===== config.mk =====
export PLATFORM = sky130hd
export DESIGN_NAME = positional_list_insert_delete_unit
export DESIGN_NICKNAME = d
export VERILOG_FILES = /design/src/sv/pli_pkg.sv /design/src/sv/pli_cell.sv /design/src/sv/positional_list_insert_delete_unit.sv
export SDC_FILE = /design/constraint.sdc
export NUM_CORES = 1
export LEC_CHECK = 0
export ABC_AREA = 0
export BUFFER_PORTS_ARGS = -buffer_cell sky130_fd_sc_hd__buf_2
export CAP_MARGIN = 20
export CORE_MARGIN = 2
export CORE_UTILIZATION = 25
export CTS_CLUSTER_DIAMETER = 150
export CTS_CLUSTER_SIZE = 28
export DETAILED_ROUTE_END_ITERATION = 12
export GPL_TIMING_DRIVEN = 1
export PLACE_DENSITY_LB_ADDON = 0.3
export REMOVE_ABC_BUFFERS = 1
export SLEW_MARGIN = 25
export SYNTH_ARGS = -nofsm -noshare
export SYNTH_HDL_FRONTEND = slang
export SYNTH_SLANG_ARGS = --single-unit

===== constraint.sdc =====
create_clock -name clk -period 6.9 [get_ports clk]
set_input_delay 0.69 -clock clk [delete_from_list [all_inputs] [get_ports clk]]
set_output_delay 0.69 -clock clk [all_outputs]
set_load 0.01 [all_outputs]

===== src/sv/pli_pkg.sv =====
// Shared types and codes for the positional list unit.
// Depends on nothing; used by pli_cell and positional_list_insert_delete_unit.
`default_nettype none

package pli_pkg;

	localparam int DEFAULT_LIST_DEPTH = 16;
	localparam int VALUE_W = 32;
	localparam int POS_W = 5;
	localparam int LEN_W = 5;

	localparam logic [1:0] KIND_INSERT = 2'd0;
	localparam logic [1:0] KIND_DELETE = 2'd1;
	localparam logic [1:0] KIND_READ = 2'd2;

	typedef enum logic [1:0] {
		STATUS_OK = 2'd0,
		STATUS_BAD_POS = 2'd1,
		STATUS_FULL = 2'd2
	} status_t;

	typedef enum logic [1:0] {
		OP_HOLD,
		OP_INSERT,
		OP_DELETE,
		OP_ROTATE
	} cell_op_t;

	typedef enum logic {
		ST_IDLE,
		ST_READ
	} state_t;

	typedef struct packed {
		logic [1:0] kind;
		logic [POS_W-1:0] position;
		logic signed [VALUE_W-1:0] value;
	} in_t;

	typedef struct packed {
		logic [1:0] status;
		logic signed [VALUE_W-1:0] entry_value;
		logic has_value;
		logic [LEN_W-1:0] list_length;
		logic last;
	} out_t;

	// Broadcast to every cell of the chain
	typedef struct packed {
		cell_op_t op;
		logic [POS_W-1:0] pos;
		logic signed [VALUE_W-1:0] value;
	} cell_cmd_t;

endpackage

`default_nettype wire


===== src/sv/pli_cell.sv =====
// One storage cell of the list chain: holds one entry and takes a new word from
// the command or a neighbor on insert, delete or rotate. Depends on pli_pkg.
`default_nettype none

module pli_cell #(
	parameter int INDEX = 0
) (
	input wire logic clk,
	input wire pli_pkg::cell_cmd_t cmd,
	input wire logic signed [pli_pkg::VALUE_W-1:0] up_value,
	input wire logic signed [pli_pkg::VALUE_W-1:0] down_value,
	output logic signed [pli_pkg::VALUE_W-1:0] value
);

	logic signed [pli_pkg::VALUE_W-1:0] value_q;
	logic signed [pli_pkg::VALUE_W-1:0] value_d;
	int pos;

	always_comb begin
		pos = int'(cmd.pos);
		value_d = value_q;
		unique case (cmd.op)
			pli_pkg::OP_INSERT: begin
				// load at the position, push later entries toward the tail
				if (INDEX + 1 == pos) begin
					value_d = cmd.value;
				end else if (INDEX + 1 > pos) begin
					value_d = up_value;
				end
			end
			pli_pkg::OP_DELETE: begin
				if (INDEX + 1 >= pos) begin
					value_d = down_value;
				end
			end
			pli_pkg::OP_ROTATE: value_d = down_value;
			default: value_d = value_q;
		endcase
	end

	always_ff @(posedge clk) begin
		value_q <= value_d;
	end

	assign value = value_q;

endmodule

`default_nettype wire


===== src/sv/positional_list_insert_delete_unit.sv =====
// Positional list unit: a chain of LIST_DEPTH cells plus the control that
// checks positions and sequences read out. Depends on pli_pkg and pli_cell.
//
// Usage: drive item and raise start; the word is taken at a clock edge with
// start high and busy low. Every item gives its result words on result with
// result_valid high for one cycle each; the receiver cannot stall them.
// Insert and delete: the cells from the position on shift in parallel at the
// accepting edge, and the single result word shows in the next cycle. A new
// item may be taken in every cycle, so throughput is one item per cycle.
// Read out: busy stays high while the chain rotates among its filled cells,
// one step a cycle; the head cell is sampled and registered each step, so
// count result words follow on consecutive cycles, the first once the read
// state and then the result register have been loaded, and the chain is
// back in order when busy drops. A read out thus holds off the next item
// until busy drops. An empty list gives one word with has_value clear. Bad
// positions and unknown kinds give status bad position, inserts into a full
// list give status full, and in both cases the list is left as it was.
// Reset clears the entry count and the control; cell contents are not reset
// and are never read before they are written.
`default_nettype none

module positional_list_insert_delete_unit #(
	parameter int LIST_DEPTH = pli_pkg::DEFAULT_LIST_DEPTH
) (
	input wire logic clk,
	input wire logic arst_n,
	input wire logic start,
	output logic busy,
	input wire pli_pkg::in_t item,
	output logic result_valid,
	output pli_pkg::out_t result
);

	localparam int CNT_W = $clog2(LIST_DEPTH + 1);

	pli_pkg::state_t state_q, state_d;
	logic [CNT_W-1:0] count_q, count_d;
	logic [CNT_W-1:0] idx_q, idx_d;
	pli_pkg::out_t result_q, result_d;
	logic result_valid_q, result_valid_d;
	pli_pkg::cell_cmd_t cmd;
	logic signed [pli_pkg::VALUE_W-1:0] cell_value [LIST_DEPTH];

	logic accept;
	logic read_last;
	int pos;
	int cnt;

	assign accept = start && (state_q == pli_pkg::ST_IDLE);
	assign read_last = (idx_q == count_q - CNT_W'(1));
	assign pos = int'(item.position);
	assign cnt = int'(count_q);

	// next state
	always_comb begin
		state_d = state_q;
		unique case (state_q)
			pli_pkg::ST_IDLE: begin
				if (accept && item.kind == pli_pkg::KIND_READ && count_q != '0) begin
					state_d = pli_pkg::ST_READ;
				end
			end
			pli_pkg::ST_READ: begin
				if (read_last) begin
					state_d = pli_pkg::ST_IDLE;
				end
			end
			default: state_d = pli_pkg::ST_IDLE;
		endcase
	end

	// outputs, cell command and counters
	always_comb begin
		count_d = count_q;
		idx_d = idx_q;
		result_d = result_q;
		result_valid_d = 1'b0;
		cmd.op = pli_pkg::OP_HOLD;
		cmd.pos = item.position;
		cmd.value = item.value;
		unique case (state_q)
			pli_pkg::ST_IDLE: begin
				idx_d = '0;
				if (accept) begin
					result_valid_d = 1'b1;
					result_d.status = pli_pkg::STATUS_OK;
					result_d.entry_value = '0;
					result_d.has_value = 1'b0;
					result_d.last = 1'b1;
					case (item.kind)
						pli_pkg::KIND_INSERT: begin
							if (pos < 1 || pos > cnt + 1) begin
								result_d.status = pli_pkg::STATUS_BAD_POS;
							end else if (cnt >= LIST_DEPTH) begin
								result_d.status = pli_pkg::STATUS_FULL;
							end else begin
								cmd.op = pli_pkg::OP_INSERT;
								count_d = count_q + CNT_W'(1);
							end
						end
						pli_pkg::KIND_DELETE: begin
							if (pos < 1 || pos > cnt) begin
								result_d.status = pli_pkg::STATUS_BAD_POS;
							end else begin
								cmd.op = pli_pkg::OP_DELETE;
								count_d = count_q - CNT_W'(1);
							end
						end
						pli_pkg::KIND_READ: begin
							// non-empty read out is handled in the read state
							if (count_q != '0) begin
								result_valid_d = 1'b0;
							end
						end
						default: result_d.status = pli_pkg::STATUS_BAD_POS;
					endcase
					result_d.list_length = pli_pkg::LEN_W'(count_d);
				end
			end
			pli_pkg::ST_READ: begin
				// sample the head, then rotate the filled cells one place
				cmd.op = pli_pkg::OP_ROTATE;
				idx_d = idx_q + CNT_W'(1);
				result_valid_d = 1'b1;
				result_d.status = pli_pkg::STATUS_OK;
				result_d.entry_value = cell_value[0];
				result_d.has_value = 1'b1;
				result_d.list_length = pli_pkg::LEN_W'(count_q);
				result_d.last = read_last;
			end
			default: begin
				result_valid_d = 1'b0;
			end
		endcase
	end

	always_ff @(posedge clk or negedge arst_n) begin
		if (!arst_n) begin
			state_q <= pli_pkg::ST_IDLE;
			count_q <= '0;
			idx_q <= '0;
			result_valid_q <= 1'b0;
		end else begin
			state_q <= state_d;
			count_q <= count_d;
			idx_q <= idx_d;
			result_valid_q <= result_valid_d;
		end
	end

	always_ff @(posedge clk) begin
		result_q <= result_d;
	end

	genvar i;
	generate
		for (i = 0; i < LIST_DEPTH; i++) begin : g_cell
			logic signed [pli_pkg::VALUE_W-1:0] up_in;
			logic signed [pli_pkg::VALUE_W-1:0] next_in;
			logic signed [pli_pkg::VALUE_W-1:0] down_in;

			if (i == 0) begin : g_head
				assign up_in = cell_value[i];
			end else begin : g_body
				assign up_in = cell_value[i-1];
			end

			if (i == LIST_DEPTH - 1) begin : g_tail
				assign next_in = cell_value[i];
			end else begin : g_mid
				assign next_in = cell_value[i+1];
			end

			// the last filled cell takes the head value for rotation
			assign down_in = (i == cnt - 1) ? cell_value[0] : next_in;

			pli_cell #(
				.INDEX(i)
			) u_cell (
				.clk(clk),
				.cmd(cmd),
				.up_value(up_in),
				.down_value(down_in),
				.value(cell_value[i])
			);
		end
	endgenerate

	assign busy = (state_q == pli_pkg::ST_READ);
	assign result_valid = result_valid_q;
	assign result = result_q;

endmodule

`default_nettype wire

==> results.md <==
* Num rows at 135
* PortBufs at 84
* Post-synth top cells: nand2_1, edfxtp_1, a31oi_1, clkbuf_1, and3_1
* Number of global-route vias before repair at 27800
* CP delay by family, top: buffers and inverters
* Syn Inst Count at 3805
* Final worst-path cycle share at 64.7%
* Max VDD drop at 0.267 mV
* Setup Viol. Count Final at 0
* Power density over cell area at 503 nW/um^2
* Chip Height at 373 um
* Fin area at 36900 um^2
* Cell with the most instances after synthesis: nand2_1
* Global route total overflow at 0
* Total wire length at 132 mm
* Status: completed
* Crit path buffers/inverters at 5
* CP most frequent cell: buf_4
* Die extent in x at 373 um
* Post-DR vias/cell at 5.46
* Post-Synthesis Mean Instance Area at 8.95 um^2
* Critical Path End Type: register
* Worst setup SP type: register
* WL per Instance at 24.5 um
* Crit path max fanout at 17
* Min-Delay Path Class: primary input to register
* Initial DRC Count at 3199
* Seq. cell area at 16900 um^2
* Max Slew Vio Count at 0
* Required @ worst endpoint at 7180 ps
* Slew headroom at 29.4%
* Asr flop ratio synth at 2.12%
* Critical path class: register to register
* Initial Util at 25.2%
* Share of total power in sequential cells at 44.2%
* RSZ-0062 raised after global routing: false
* First-pass GRT wire length at 193 mm
* Critical path's slowest cell: nor2_4
* Comb pwr share at 45.8%
* CORE AREA at 135000 um^2
* Clock Power Share at 10.0%
* DIE AREA at 139000 um^2
* Clk_lat worst skew at 660 ps
* # Max-Cap Violations at 0
* Clock skew at 44.7 ps
* Period minus WS final at 4460 ps
* Routed Antenna Nets at 0
* Num CTS Buffers at 24
* Hpwl dp at 73.1 mm
* Area leader, netlist: edfxtp_1
* Antenna violations before repair at 13
* Largest net degree at the start of global routing at 183
* Cell Area, Synth at 34100 um^2
* Switching portion of total power at 44.6%
* Io pins at 85
* Routability cong. at 0.853
* CP cell instances: inv_1 > ha_1 > inv_1 > ha_1 > nand2b_1 > a21oi_1 > o31ai_1 > buf_4 > nand4_1 > and2_1 > buf_4 > nor2_4 > buf_4
* Placed inst area at 36100 um^2
* DRC at 0
* Area share of the largest cell type after synthesis at 48.7%
* Pre-antenna DRT Iters at 6
* H-tree Lvls at 1
* Layout cells sized above 1 at 12.4%
* Synthesis-to-finish area growth at 8.21%
* Worst-Margin Slew at 1060 ps
* Psw at 8.27 mW
* Synth Flop Type: edfxtp_1
* Area contributors post-synth: edfxtp_1, nand2_1, a31oi_1
* Yosys cell types at 53
* Fillers at 14400
* Nets at 3667
* Peak Freq at 224 MHz
* YS warnings at 0
* Slowest cell delay on critical path at 700 ps
* Leak at 13.8 nW
* Vias at 29400
* Post-synth EDFFs at 553
* CTS tree: yes
* Multi-input logic area at 15900 um^2
* Final Hold Vio Count at 0
* Root Driver: clkbuf_16
* Clock buffer depth at 3
* Power Internal at 10.3 mW
* Post-CTS Setup Bufs at 0
* Number of clock sinks at 565
* Total Power at 18.5 mW
* Reg clk slew, reported paths at 120 ps
* Seq cells post-synth at 565
* GRT Total Usage at 18.2%
* Worst EP arrival at 4750 ps
* Register area share after synthesis at 49.6%
[through the flow]
| step | worst slack [ps] | hold WS [ps] | setup TNS [ps] | util (%) | cells |
|---|---|---|---|---|---|
| after global placement | 2440 | 510 | 0 | 26.7 | 5358 |
| after global routing | 2170 | 367 | 0 | 27.2 | 5391 |
| after CTS | 2470 | 321 | 0 | 27.2 | 5387 |
| after detailed placement | 2500 | 517 | 0 | 26.7 | 5359 |
| after floorplan | -11930 | 394 | -5958790 | - | 3413 |
| final | 2440 | 352 | 0 | 27.2 | 5392 |
[registers in the layout, summed over array words and instances, names as in the netlist]
signal and flops:
idx_q 5, result_valid 1, result 41, g_cell.u_cell.value 512, count_q 5, busy 1
[area by class of cell]
class,instances,share of cell area (%)
diodes,2,0.0136
clock buffers,24,1.63
clock inverters,3,0.136
inverters,11,0.112
multi-input cells,2837,43.0
flip-flops and latches,565,45.9
well taps,1781,6.04
repair buffers,169,3.18
[cell usage in the layout (no fill, tap or decap), types with 32 or more instances in the layout]
cell type,n
buf_4,77
a31oi_1,417
or3_1,34
nor2b_1,193
and3_1,224
mux2i_1,32
a211oi_2,156
a211oi_1,38
nand2_1,1442
o21ai_0,50
edfxtp_1,553
buf_2,84
and2_1,40
o221a_2,32
[routing by layer]
layer	global-route usage [%]	wire length, um	share of wire, %
met1	27.8	61200	46
met2	26.7	56000	42
met3	2.84	12000	9.1
met4	4.15	3070	2.3
met5	0	46	0.035
[path summary, 6_finish.rpt]
path / startpoint / to / slack [ps] / cells past startpoint
worst max-delay path: count_q[0]$_DFFE_PN0P_ / g_cell[14].u_cell.value[7]$_DFFE_PP_ / 2440 / 13
worst min-delay path: start / result_valid$_DFF_PN0_ / 350 / 3
worst max register to register: count_q[0]$_DFFE_PN0P_ / g_cell[14].u_cell.value[7]$_DFFE_PP_ / 2440 / 13
worst min register to register: g_cell[1].u_cell.value[18]$_DFFE_PP_ / g_cell[0].u_cell.value[18]$_DFFE_PP_ / 520 / 2
max in group asynchronous: arst_n / idx_q[0]$_DFF_PN0_ / 6170 / 2
min in group asynchronous: arst_n / count_q[2]$_DFFE_PN0P_ / 450 / 2
[power by group through the flow]
stage	registers (mW)	logic [mW]	clock network, mW
floorplan	7.71	5.45	0
global placement	8.26	8.22	0
detailed placement	8.23	8.37	0
CTS	8.19	8.38	1.90
global route	8.44	9.27	1.98
finish	8.20	8.49	1.85
[repair_timing]
item,CTS,global route
setup endpoints to repair,0,0
resized for setup,0,0
hold endpoints to repair,12,0
hold buffers,1,0
[kinds of logic (layout without fill, tap and decap cells)]
group / Yosys count / count (layout) / synth area share (%)
compound gates: 738 / 738 / 17.0
xor+xnor: 19 / 19 / 0.488
fa+ha+maj: 17 / 17 / 0.624
buf+inv: 403 / 207 / 5.16
flops: 565 / 565 / 49.6
mux: 32 / 32 / 0.940
other cells: 0 / 2 / 0
simple gates: 2031 / 2031 / 26.2
[worst min-delay path, delay by kind of cell]
family        cells  cell delay, ps
simple gates      2             120
buf+inv           1             150
Note: power is estimated with default switching activity, not from simulation.
